File: config.mk
export PLATFORM = sky130hd
export DESIGN_NAME = bais_ctrl
export DESIGN_NICKNAME = d
export VERILOG_FILES = /design/src/hdl/bais_pkg.sv /design/src/hdl/bais_ctrl.sv
export SDC_FILE = /design/constraint.sdc
export NUM_CORES = 1
export LEC_CHECK = 0
export BUFFER_PORTS_ARGS = -buffer_cell sky130_fd_sc_hd__buf_2
export CAP_MARGIN = 30
export CORE_MARGIN = 5
export CORE_UTILIZATION = 43
export CTS_CLUSTER_SIZE = 30
export DETAILED_ROUTE_END_ITERATION = 6
export PLACE_DENSITY = 0.73
export RECOVER_POWER = 50
export SETUP_SLACK_MARGIN = 0.4
export SLEW_MARGIN = 20
export SYNTH_ARGS = -nofsm -noshare
export SYNTH_HDL_FRONTEND = slang
export SYNTH_SLANG_ARGS = --single-unit
export TNS_END_PERCENT = 30
File: constraint.sdc
create_clock -name clk -period 1.95 [get_ports clk]
set_clock_uncertainty 0.15 [all_clocks]
set_input_delay 0.39 -clock clk [delete_from_list [all_inputs] [get_ports clk]]
set_output_delay 0.39 -clock clk [all_outputs]
set_load 0.01 [all_outputs]
File: src/hdl/bais_pkg.sv
`default_nettype none
package bais_pkg;
	localparam int SRC_DIM = 256;
	localparam int TGT_DIM = 4096;
	localparam int AW = 16;
	localparam int SUMW = 24;
	localparam int AREAW = 17;

	localparam logic [2:0] REG_IMG_W = 3'd0;
	localparam logic [2:0] REG_IMG_H = 3'd1;
	localparam logic [2:0] REG_CROP_L = 3'd2;
	localparam logic [2:0] REG_CROP_T = 3'd3;
	localparam logic [2:0] REG_CROP_W = 3'd4;
	localparam logic [2:0] REG_CROP_H = 3'd5;
	localparam logic [2:0] REG_TGT_W = 3'd6;
	localparam logic [2:0] REG_TGT_H = 3'd7;

	typedef struct packed {
		logic load_span;
		logic div_start;
		logic div_sel_y;
		logic fix_span;
		logic clr_acc;
		logic rd_en;
		logic acc_en;
		logic step;
		logic area_start;
		logic avg_start;
		logic cap_res;
		logic bad;
	} cmd_t;

	typedef struct packed {
		logic div_done;
		logic last_px;
		logic avg_done;
	} sts_t;
endpackage
`default_nettype wire

File: src/hdl/bais_ctrl.sv
`default_nettype none
module bais_ctrl (
	input wire logic clk,
	input wire logic arst_n,
	input wire logic start,
	input wire logic valid_req,
	input wire logic out_free,
	input wire bais_pkg::sts_t sts,
	output bais_pkg::cmd_t cmd,
	output logic busy,
	output logic res_valid_set
);
	localparam logic [3:0] S_IDLE = 4'd0;
	localparam logic [3:0] S_DIVX0 = 4'd1;
	localparam logic [3:0] S_DIVX1 = 4'd2;
	localparam logic [3:0] S_DIVY0 = 4'd3;
	localparam logic [3:0] S_DIVY1 = 4'd4;
	localparam logic [3:0] S_FIX = 4'd5;
	localparam logic [3:0] S_WALK = 4'd6;
	localparam logic [3:0] S_DRAIN = 4'd7;
	localparam logic [3:0] S_AVG = 4'd8;
	localparam logic [3:0] S_OUT = 4'd9;

	logic [3:0] state_q;
	logic [3:0] state_d;
	logic [1:0] drain_q;

	always_comb begin
		cmd = '0;
		state_d = state_q;
		res_valid_set = 1'b0;
		unique case (state_q)
			S_IDLE: begin
				if (start) begin
					if (valid_req) begin
						cmd.load_span = 1'b1;
						state_d = S_DIVX0;
					end else begin
						cmd.bad = 1'b1;
						state_d = S_OUT;
					end
				end
			end
			S_DIVX0, S_DIVX1, S_DIVY0, S_DIVY1: begin
				cmd.div_sel_y = (state_q == S_DIVY0) || (state_q == S_DIVY1);
				if ((state_q == S_DIVX0) || (state_q == S_DIVY0)) begin
					cmd.div_start = 1'b1;
					state_d = state_q + 4'd1;
				end else if (sts.div_done) begin
					state_d = state_q + 4'd1;
				end
			end
			S_FIX: begin
				cmd.fix_span = 1'b1;
				cmd.clr_acc = 1'b1;
				state_d = S_WALK;
			end
			S_WALK: begin
				cmd.rd_en = 1'b1;
				cmd.step = 1'b1;
				if (sts.last_px) state_d = S_DRAIN;
			end
			S_DRAIN: begin
				cmd.acc_en = (drain_q == 2'd0);
				if (drain_q == 2'd1) begin
					cmd.avg_start = 1'b1;
					state_d = S_AVG;
				end
			end
			S_AVG: begin
				if (sts.avg_done) begin
					cmd.cap_res = 1'b1;
					state_d = S_OUT;
				end
			end
			S_OUT: begin
				if (out_free) begin
					res_valid_set = 1'b1;
					state_d = S_IDLE;
				end
			end
			default: state_d = S_IDLE;
		endcase
		if (state_q == S_WALK) cmd.acc_en = drain_q != 2'd3;
		cmd.area_start = (state_q == S_FIX);
	end

	always_ff @(posedge clk or negedge arst_n) begin
		if (!arst_n) begin
			state_q <= S_IDLE;
			drain_q <= 2'd3;
		end else begin
			state_q <= state_d;
			if (state_q == S_FIX) drain_q <= 2'd3;
			else if (state_q == S_WALK) drain_q <= 2'd0;
			else if (state_q == S_DRAIN) drain_q <= drain_q + 2'd1;
			else drain_q <= 2'd3;
		end
	end

	assign busy = state_q != S_IDLE;

	a_out_idle: assert property (@(posedge clk) disable iff (!arst_n)
		res_valid_set |=> state_q == S_IDLE) else $error("result without return to idle");
	a_start_idle: assert property (@(posedge clk) disable iff (!arst_n)
		(cmd.load_span || cmd.bad) |-> !busy) else $error("request taken while busy");
	a_avg_walk: assert property (@(posedge clk) disable iff (!arst_n)
		cmd.avg_start |-> $past(state_q) == S_DRAIN) else $error("average before walk");
endmodule
`default_nettype wire

======== Word level (Yosys, flattened, before mapping) ========
Cells that the tools add are included.
storage, ports and cells
  flip-flop bits (word level) ............. 6
  logic and storage cells ................. 58
  input bits .............................. 8
  output and inout bits ................... 14
cells by class
  muxes and demuxes ....................... 30
  equal/unequal tests ..................... 17
  $add $sub $neg .......................... 2
  reduce and logical (&&, ||, !) cells .... 7
operators with widths
  cell                                                 number
  2-to-1 mux 4 bit                                     8
  case mux 4 bit (7 select lines)                      1
  equality test 4 x 3 -> 1 bit, second input constant  4
  2-to-1 mux 1 bit                                     16
  != test 2 bit, second input constant                 6
  2-to-1 mux 2 bit                                     5
  equality test 4 x 2 -> 1 bit, second input constant  2
  equality test 4 bit, second input constant           2
  AND reduction 6 bit                                  1
  adder 4 x 1 -> 4 bit, second input constant          1
  equality test 4 x 1 -> 1 bit, second input constant  1
  zero test 4 bit                                      1
  nonzero test 4 bit                                   1
  OR reduction 4 bit                                   1
  != test 3 bit, second input constant                 1
  adder 2 x 1 -> 2 bit, second input constant          1
  equality test 2 x 1 -> 1 bit, second input constant  1
  zero test 2 bit                                      1
  logical OR 1 bit                                     2

======== Logic depth before layout (Yosys ltp) ========
Gate-level depths: netlist of the first run.
  depth in word-level cells ............... 4
  gate-level depth with buffers ........... 8
  mapped depth without buffers ............ 7

======== Worst setup path after synthesis of the first run ========
OpenSTA, ideal clock, no wires.
  path kind ............................... flip-flop to flip-flop
  start point ............................. register state_q[0]
  end point ............................... register state_q[1]
  data required time ...................... 1676 ps
  cell stages (with the launch flop) ...... 9
  path slack .............................. -104 ps
  library setup time ...................... 124 ps
  buffers on the path ..................... 1
  period minus slack after synthesis ...... 2054 ps
  arrival ................................. 1780 ps
  cells stage by stage .................... dfrtp_1 inv_1 ha_1 buf_4 or4b_1 a21oi_1 nor2_1 nor4bb_1 a211o_1
on the way
  word-level cells in the longest chain between the ends .. 4
  elaborated cells on any way between the ends .. 23
  those cells by class .................... 1 x add/sub; 15 x eq/ne; 3 x mux; 4 x reduce/logical
ends and longest elaborated chain
  element                                                                        RTL line                          RTL
  start: declaration                                                             bais_ctrl.sv:24                   logic [3:0] state_q;
  start signal: assignment                                                       bais_ctrl.sv:93                   state_q <= state_d;
  adder 4 x 1 -> 4 bit, or another cell as far along                             bais_ctrl.sv:48, bais_ctrl.sv:50
  2-to-1 mux 4 bit, or another cell as far along                                 bais_ctrl.sv:49                   end else if (sts.div_done) begin
  2-to-1 mux 4 bit / != test 3 bit (equally long branches)                       -
  case mux 4 bit (7 select lines) / AND reduction 6 bit (equally long branches)  -
Parallel ways exist; a longest one is shown, timed or not. The select of a mux whose other input is x is not followed.
A chain may end at the register's enable or synchronous reset.

======== Worst setup path after layout of the first run ========
Ends and elaborated chain as after synthesis.

==> results of run 1 <==
-- power by group --
part / total [W] / internal (W) / switching (W)
Sequential: 0.000254 / 0.000174 / 0.0000802
Clock: 0.000120 / 0.0000773 / 0.0000426
Combinational: 0.00134 / 0.000722 / 0.000616
Total: 0.00171 / 0.000973 / 0.000739
-- area by class of cell --
class,instances,area (µm²)
clock buffer,4,26.3
fill,99,365
inverter,6,25.0
multi-input combinational,67,532
sequential,6,155
tap,16,20.0
timing repair buffer,44,348
-- stage by stage --
| stage | cells | TNS [ns] | setup slack, ns | total power, W | area (µm²) |
|---|---|---|---|---|---|
| after detailed placement | 130 | -0.192 | -0.0829 | 0.00117 | 867 |
| after global routing | 143 | -2.29 | -0.298 | 0.00183 | 1110 |
| after global placement | 130 | -0.0282 | -0.0143 | 0.00114 | 867 |
| after floorplan | 86 | -0.0325 | -0.0190 | 0.000830 | 688 |
| after CTS | 141 | -1.05 | -0.174 | 0.00158 | 1040 |
| final | 143 | -1.21 | -0.200 | 0.00171 | 1110 |
-- cells in the final DEF (no fill, tap or decap), types with 2 or more instances in the layout --
cell type and instances:
clkbuf_4 3, nor2b_1 3, o22ai_1 2, nand2b_1 5, dfrtp_1 2, ha_4 3
nor2_1 6, nor3_1 4, dfrtp_2 2, inv_1 4, and2_4 2, nor2_2 4
buf_6 15, ha_1 3, clkbuf_1 2, dfstp_2 2, a21oi_1 6, a21o_1 2
buf_2 15, buf_4 12, nand2_1 8, and3_1 2
-- registers in the layout, summed over array words and instances, names as in the netlist --
register / count
drain_q: 2
state_q: 4
-- metal layers --
metal  global-route usage, %  vias up
met5                       0        -
met4                    7.17        0
met3                    2.75        8
met2                    29.1       34
met1                    19.0      374
li1                        -      374
-- final timing paths --
check / slack [ns] / end / start
setup / recovery: -0.20 / state_q[1] / state_q[0]
max in group asynchronous: 0.95 / drain_q[1] / arst_n
min in group clk: 0.47 / state_q[1] / sts[1]
setup reg to reg: -0.20 / state_q[1] / state_q[0]
hold reg to reg: 0.51 / state_q[0] / state_q[0]
hold / removal: 0.40 / state_q[1] / arst_n
-- timing repair --
action                                  4_1_cts  5_1_grt
hold buffers                                  1        0
resized for setup                            25       12
hold endpoints to repair                      4        0
buffers inserted                              6        2
endpoints found under the setup margin       18       18
pin swaps                                     7        5
-- cells by family (layout without fill, tap and decap cells) --
kind of cell | Yosys count | after routing | share of synthesized area [%]
muxes | 3 | 3 | 4.79
buffers and inverters | 13 | 54 | 10.2
and+or+nand+nor | 40 | 40 | 31.4
DFF | 6 | 6 | 23.4
adders and majority gates | 7 | 7 | 13.4
AOI/OAI and AO/OA | 17 | 17 | 16.9
==> metrics.csv, run 1 <==
stage;metric;value;unit
clock_tree;cts_tree;done;
timing;fmax;465;MHz
final_layout;drive_gt1_share;55.1;%
floorplanning;ioPinCount;22;
logic_synthesis;synth_area_leaders;dfrtp_1 (15%), ha_1 (13%), dfstp_2 (8.0%);
timing;hold_violations;0;
logic_synthesis;ys_ff_latch;6;
worst_setup_path;crit_path_end_kind;flip-flop;
floorplanning;die_y;49.0;µm
global_route;grtUsageTotal;16.4;%
logic_synthesis;synth_top_area_cell;dfrtp_1;
clock_tree;clockBufferDepth;2;
worst_setup_path;path_cells;inv_4 > ha_4 > buf_6 > or4b_4 > a21oi_2 > nor2_2 > nor4bb_1 > a211o_1;
clock_tree;cts.sinks;6;
worst_setup_path;cp_max_fo;4;
global_route;grt_max_degree;12;
placement;port_buffers;21;
timing;worst_slew_pin_slew;0.342;ns
routing;wire_per_inst;14.9;µm
pwr;leakagePower;0.562;nW
job;cap_violations;0;
floorplanning;die_w;49.0;µm
global_route;grt_overflow;0;
status;outcome;complete, but fails checks;
worst_setup_path;critPathSlowestCell;or4b_4;
routing;avgViaCountPerCell;5.52;
worst_setup_path;reg2regPathDepth;8;
clock_tree;clock_latency;0.24;ns
clock_tree;cts_max_level;1;
global_route;grt_pass1_vias;761;
status;violations;setup timing;
logic_synthesis;syn_area_per_cell;7.59;µm²
timing;rsz0062_at_grt;true;
routing;drt_iter0_drc;28;
routing;top_layer_used;met4;
timing;maxSlewViolCount;0;
placement;gp_congestion;0.832;
logic_synthesis;syn_nets;101;
clock_tree;cts_made_buffers;3;
logic_synthesis;ys_types;29;
timing;setup_viol;12;
pwr;powerDensity;1550;nW/µm²
routing;wl_met1;841;µm
floorplanning;start_util;44.4;%
worst_setup_path;start_kind;flip-flop;
min_path;hold_path_class;in -> async;
global_route;grt_pass1_wl;3250;µm
worst_setup_path;critical-path-top-delay-family;simple AND/OR/NAND/NOR gates;
routing;postRouteAntennaNets;0;
logic_synthesis;ys.flop_type;dfrtp_1;
worst_setup_path;worst_path_largest_cell_delay;0.45;ns
logic_synthesis;synth_common_cells;nor2_1 (11), nand2_1 (8), a21oi_1 (7), ha_1 (7);
floorplanning;core;1470;µm²
pwr;vdd_drop_max;846;µV
logic_synthesis;synth_edf_count;0;
final_layout;area_growth;69.3;%
worst_setup_path;critPathArrivalTime;2.13;ns
timing;slew_headroom;76.9;%
worst_setup_path;cp.depth;8;
final_layout;antenna_cells;0;
routing;drc;0;
logic_synthesis;async_flop_share;100;%
routing;wl;2130;µm
routing;vias;790;
worst_setup_path;required;1.93;ns
worst_setup_path;critPathKind;reg -> reg;
timing;fin_crit_sh;110;%
logic_synthesis;synth_top_area_share;15.3;%
final_layout;fin_nets;143;
final_layout;final_util;75.2;%
routing;dr_wl_met2;1100;µm
floorplanning;die_area;2400;µm²
logic_synthesis;syn_inst;86;
timing;fin_hold_ws;0.401;ns
routing;first_pass_iters;4;
logic_synthesis;seq_area_frac_synth;23.4;%
placement;dp_hpwl;1430;µm
routing;met3_length;120;µm
worst_setup_path;cp_num_buf_inv;2;
global_route;antenna_found_initial;0;
clock_tree;path_clk_slew;0.05;ns
clock_tree;cts-root-buf;clkbuf_4;
timing;setup_slack;-0.200;ns
logic_synthesis;ys_warn_count;0;
timing;finalWorstPathRequiredPeriod;2.15;ns
logic_synthesis;syn_area;653;µm²
floorplanning;num_rows;14;
logic_synthesis;yosysMostFrequentCell;nor2_1;
Power figures use the tool's default switching activity.
==> inputs of run 2 (changes only) <==
- BUFFER_PORTS_ARGS: -buffer_cell sky130_fd_sc_hd__buf_2 -> -buffer_cell sky130_fd_sc_hd__buf_4
- MAX_ROUTING_LAYER: unset -> met4
==> run 2 against run 1 <==
Net effect: the run still ends with setup timing left; non-clock buffer count down 3; via count down 3.8%; combinational power down 4%; largest cell class unchanged.
==> metrics.csv, run 2 (synthesized netlist as in run 1, its figures left out) <==
stage;metric;value;unit
status;outcome;complete, but fails checks;
status;violations;setup timing;
routing;drc;0;
clock_tree;cts_tree;done;
timing;hold_violations;0;
placement;dp.cells;127;
min_path;hold_path_class;in -> async;
worst_setup_path;cp_max_fo;5;
pwr;internal_power;0.000924;W
timing;maxSlewViolCount;0;
pwr;p_comb_share;78.2;%
final_layout;area_growth;68.4;%
pwr;power_frac_seq;14.3;%
floorplanning;start_util;44.4;%
worst_setup_path;crit_path_end_kind;flip-flop;
final_layout;antenna_cells;0;
pwr;vdd_drop_max;796;µV
timing;fin_crit_sh;109;%
clock_tree;cts-root-buf;clkbuf_4;
worst_setup_path;start_kind;flip-flop;
worst_setup_path;rrSetupSlack;-0.18;ns
routing;drt_iter0_drc;19;
final_layout;fin_nets;140;
job;cap_violations;0;
pwr;switching_share;43.6;%
floorplanning;core;1470;µm²
timing;slew_headroom;77.7;%
worst_setup_path;worstReg2RegStart;state_q[1];
worst_setup_path;r2r-end;state_q[1];
routing;postRouteAntennaNets;0;
clock_tree;cts_max_level;1;
pwr;pwr-share-clk;7.5;%
timing;setup_viol;14;
worst_setup_path;reg2regPathDepth;8;
timing;worst_slew_pin_slew;0.334;ns
final_layout;reg_top3;state_q (4), drain_q (2);
final_layout;top_register;state_q;
clock_tree;cts.sinks;6;
routing;wl;2060;µm
placement;placed_area;897;µm²
worst_setup_path;critPathArrivalTime;2.11;ns
worst_setup_path;required;1.93;ns
worst_setup_path;critPathKind;reg -> reg;
placement;gp_congestion;0.818;
routing;avgViaCountPerCell;5.43;
final_layout;stdcell_count;140;
timing;rsz0062_at_grt;true;
final_layout;final_cell_mix;buf_4 (31), nand2_1 (8), buf_6 (8), nor2_1 (6), a21oi_1 (6);
placement;port_buffers;21;
final_layout;drive_gt1_share;53.2;%
floorplanning;die_area;2400;µm²
final_layout;final_common_cell;buf_4;
placement;dp_hpwl;1410;µm
floorplanning;die_y;49.0;µm
timing;setup_slack;-0.176;ns
global_route;grtUsageTotal;16.7;%
global_route;grt_max_degree;13;
final_layout;fin_area;1100;µm²
final_layout;largest_reg_flops;4;
floorplanning;ioPinCount;22;
global_route;grt_pass1_wl;3140;µm
routing;first_pass_iters;4;
pwr;powerDensity;1490;nW/µm²
clock_tree;cts_made_buffers;3;
global_route;grt_overflow;0;
clock_tree;clockBufferDepth;2;
floorplanning;die_w;49.0;µm
clock_tree;clock_latency;0.25;ns
global_route;antenna_found_initial;0;
pwr;leakagePower;0.544;nW
routing;wire_per_inst;14.7;µm
routing;vias;760;
clock_tree;path_clk_slew;0.05;ns
floorplanning;num_rows;14;
global_route;grt_pass1_vias;698;
pwr;p_switching;0.000714;W
timing;fmax;470;MHz
timing;finalWorstPathRequiredPeriod;2.13;ns
==> run 2: how the worst max path moves through the flow <==
stage,cells past startpoint,slack [ns],endpoint,startpoint
3_5_place_dp,6,-0.06,state_q[1],state_q[0]
6_report,8,-0.18,state_q[1],state_q[1]
2_1_floorplan,8,-0.02,state_q[1],state_q[0]
4_1_cts,6,-0.21,cmd[5],state_q[1]
5_1_grt,8,-0.23,state_q[1],state_q[1]
3_3_place_gp,8,-0.05,state_q[3],state_q[1]
==> run 2: final cells by class <==
class / instances / area (µm²)
Multi-Input combinational cell: 67 / 537
Fill cell: 107 / 372
Timing Repair Buffer: 41 / 337
Sequential cell: 6 / 155
Clock buffer: 4 / 26.3
Inverter: 6 / 25.0
Tap cell: 16 / 20.0
==> run 2: metal layers <==
metal / up-vias / wire, µm / GRT usage, %
met3: 4 / 106 / 2.75
li1: 366 / - / -
met1: 361 / 828 / 18.6
met4: 0 / 46 / 6.73
met5: - / 0 / -
met2: 29 / 1080 / 29.1
==> run 2: timing repair <==
item | CTS | global route
setup endpoints to repair | 18 | 19
hold buffers | 1 | 0
endpoints found under the hold margin | 6 | 0
pin swaps | 5 | 5
setup buffers | 7 | 1
gates resized for setup | 18 | 13
==> run 2: power by group through the flow <==
stage	clock [W]	sequential [W]	combinational, W
finish	0.000124	0.000233	0.00128
global route	0.000142	0.000240	0.00138
CTS	0.000132	0.000221	0.00116
detailed placement	0	0.000227	0.000939
global placement	0	0.000225	0.000928
floorplan	0	0.000217	0.000613
==> run 2: per-stage QoR <==
step | total power, W | utilization [%] | hold slack (ns) | setup TNS (ns) | worst slack [ns]
after detailed placement | 0.00117 | 61.0 | 0.0512 | -0.201 | -0.0564
after floorplan | 0.000830 | - | -0.0556 | -0.0325 | -0.0190
after global placement | 0.00115 | 61.0 | 0.0488 | -0.170 | -0.0473
after global routing | 0.00176 | 74.7 | 0.423 | -2.12 | -0.234
after CTS | 0.00152 | 71.3 | 0.318 | -1.08 | -0.206
final | 0.00164 | 74.7 | 0.391 | -1.11 | -0.176
==> run 2: worst max-delay path, cell delays in order, from the launching register on <==
cell and delay [ns]:
dfrtp_2 0.41, inv_2 0.06, buf_4 0.14, ha_4 0.16, or4b_4 0.50, a21oi_4 0.17, nor2_2 0.07, nor4bb_1 0.13
a211o_1 0.23
==> inputs of run 3 (changes only) <==
--- a/config.mk
+++ b/config.mk
@@ -9,8 +9,9 @@
 export CAP_MARGIN = 30
-export CORE_MARGIN = 5
-export CORE_UTILIZATION = 43
+export CORE_AREA = 5 5 42 44
+export CTS_CLUSTER_DIAMETER = 40
 export CTS_CLUSTER_SIZE = 30
 export DETAILED_ROUTE_END_ITERATION = 6
+export DIE_AREA = 0 0 47 49
 export MAX_ROUTING_LAYER = met4
-export PLACE_DENSITY = 0.73
+export PLACE_DENSITY = 0.78
 export RECOVER_POWER = 50
==> constraint.sdc (replaced) <==
create_clock -name clk -period 2.5 [get_ports clk]
set_clock_uncertainty 0.15 [all_clocks]
set_input_delay 0.75 -clock clk [delete_from_list [all_inputs] [get_ports clk]]
set_output_delay 0.75 -clock clk [all_outputs]
set_load 0.01 [all_outputs]
==> run 3 against run 2 <==
Net effect: the flow now finishes without violations; design area down 8.6%; sequential power about the same; sequential cell count unchanged; sequential share of layout area up 1.3 points; critical endpoint is now cmd[5]; largest cell class unchanged; highest routed layer unchanged.
==> metrics.csv, run 3 (synthesized netlist as in run 1, its figures left out) <==
stage;metric;value;unit
routing;drt_iter0_drc;32;
final_layout;area_growth;53.8;%
clock_tree;cts_max_level;1;
worst_setup_path;cp_max_fo;5;
final_layout;final_cell_mix;buf_4 (27), nand2_1 (8), a21oi_1 (7), nor2_1 (6);
worst_setup_path;start_kind;flip-flop;
placement;gp_congestion;0.841;
timing;slew_headroom;68.4;%
pwr;vdd_drop_max;771;µV
final_layout;reg_top3;state_q (4), drain_q (2);
placement;dp.cells;116;
floorplanning;start_util;46.6;%
floorplanning;die_w;47;µm
global_route;grt_pass1_wl;2950;µm
pwr;powerDensity;1200;nW/µm²
timing;setup_viol;0;
clock_tree;clockBufferDepth;2;
worst_setup_path;critPathLaunch;state_q[1];
final_layout;drive_gt1_share;46.6;%
placement;dp_hpwl;1160;µm
worst_setup_path;critPathArrivalTime;1.51;ns
timing;finalWorstPathRequiredPeriod;2.41;ns
global_route;grtUsageTotal;17.5;%
final_layout;largest_reg_flops;4;
clock_tree;cts-root-buf;clkbuf_4;
worst_setup_path;worstReg2RegStart;state_q[1];
placement;port_buffers;21;
floorplanning;ioPinCount;22;
routing;postRouteAntennaNets;0;
final_layout;top_register;state_q;
routing;drc;0;
timing;setup_slack;0.0877;ns
timing;fmax;415;MHz
timing;worst_slew_pin_slew;0.475;ns
global_route;grt_pass1_vias;648;
pwr;pwr-share-clk;7.6;%
worst_setup_path;critical-path-top-delay-family;flip-flops;
placement;place_ws;0.162;ns
final_layout;final_common_cell;buf_4;
pwr;p_comb_share;73.3;%
worst_setup_path;worst_path_largest_cell_delay;0.46;ns
clock_tree;cts_tree;done;
global_route;grt_max_degree;16;
worst_setup_path;cp_num_buf_inv;2;
timing;maxSlewViolCount;0;
clock_tree;cts_hold_buf;0;
floorplanning;die_y;49;µm
global_route;grt_overflow;0;
floorplanning;core;1400;µm²
floorplanning;die_area;2300;µm²
routing;avgViaCountPerCell;5.65;
clock_tree;cts.sinks;6;
worst_setup_path;path_cells;buf_6 > ha_4 > mux2_4 > nor2_4 > buf_6;
pwr;internal_power;0.000651;W
routing;wire_per_inst;15.8;µm
clock_tree;cts_made_buffers;3;
timing;fin_crit_sh;96.5;%
pwr;power_frac_seq;19.1;%
worst_setup_path;critPathKind;reg -> out;
routing;vias;746;
final_layout;antenna_cells;0;
timing;rsz0062_at_grt;true;
worst_setup_path;critPathSlowestCell;dfrtp_1;
worst_setup_path;crit_path_end_kind;output port;
pwr;switching_share;46.0;%
timing;hold_violations;0;
pwr;leakagePower;0.494;nW
clock_tree;clock_latency;0.24;ns
timing;finalSetupTns;0;ns
worst_setup_path;required;1.60;ns
job;cap_violations;0;
final_layout;stdcell_count;132;
floorplanning;num_rows;14;
clock_tree;path_clk_slew;0.05;ns
routing;first_pass_iters;4;
pwr;p_switching;0.000554;W
min_path;hold_path_class;in -> async;
worst_setup_path;crit_path_frequent_cell;buf_6;
global_route;antenna_found_initial;0;
final_layout;fin_nets;132;
status;outcome;finished, final reports clean;
routing;wl;2090;µm
[run 3: routing by layer]
| metal | wire [µm] | track usage (%) | vias up |
|---|---|---|---|
| met5 | 0 | - | - |
| met4 | 46 | 5.53 | 0 |
| met3 | 166 | 2.21 | 8 |
| met2 | 1070 | 28.5 | 44 |
| met1 | 804 | 21.8 | 345 |
| li1 | - | - | 349 |
[run 3: path summary, 6_finish.rpt]
path	depth (start not counted)	slack, ns	endpoint
max	5	0.09	cmd[5]
min	1	0.21	state_q[3]
max reg2reg	7	0.20	state_q[1]
min reg2reg	1	0.54	state_q[1]
max in group asynchronous	1	1.71	drain_q[1]
min in group clk	1	0.54	state_q[1]
[run 3: cell type report]
cell class              count  area (µm²)
multi-input cells          67         513
clock buffers               4        26.3
inverters                   6        27.5
well taps                  16        20.0
repair buffers             33         263
fillers                    91         397
flip-flops and latches      6         155
[run 3: through the flow]
step	power, W	util [%]	area, µm²	hold WS (ns)
2_1_floorplan	0.000621	-	659	0.304
3_3_place_gp	0.000768	56.5	792	0.401
3_5_place_dp	0.000780	56.5	792	0.408
4_1_cts	0.00107	67.1	941	0.138
5_1_grt	0.00129	71.7	1000	0.212
6_report	0.00120	71.7	1000	0.207
[run 3: timing repair]
action                     in CTS  in global routing
pin swaps                       5                  4
hold endpoints to repair        0                  0
setup endpoints to repair      17                 17
resized for setup              18                 10
buffers inserted                7                  5
[run 3: power groups by stage]
| stage | Clock [W] | Sequential (W) | Combinational (W) |
|---|---|---|---|
| 6_report | 0.0000921 | 0.000230 | 0.000883 |
| 3_3_place_gp | 0 | 0.000202 | 0.000567 |
| 3_5_place_dp | 0 | 0.000204 | 0.000576 |
| 2_1_floorplan | 0 | 0.000162 | 0.000459 |
| 5_1_grt | 0.000104 | 0.000233 | 0.000947 |
| 4_1_cts | 0.000101 | 0.000222 | 0.000744 |
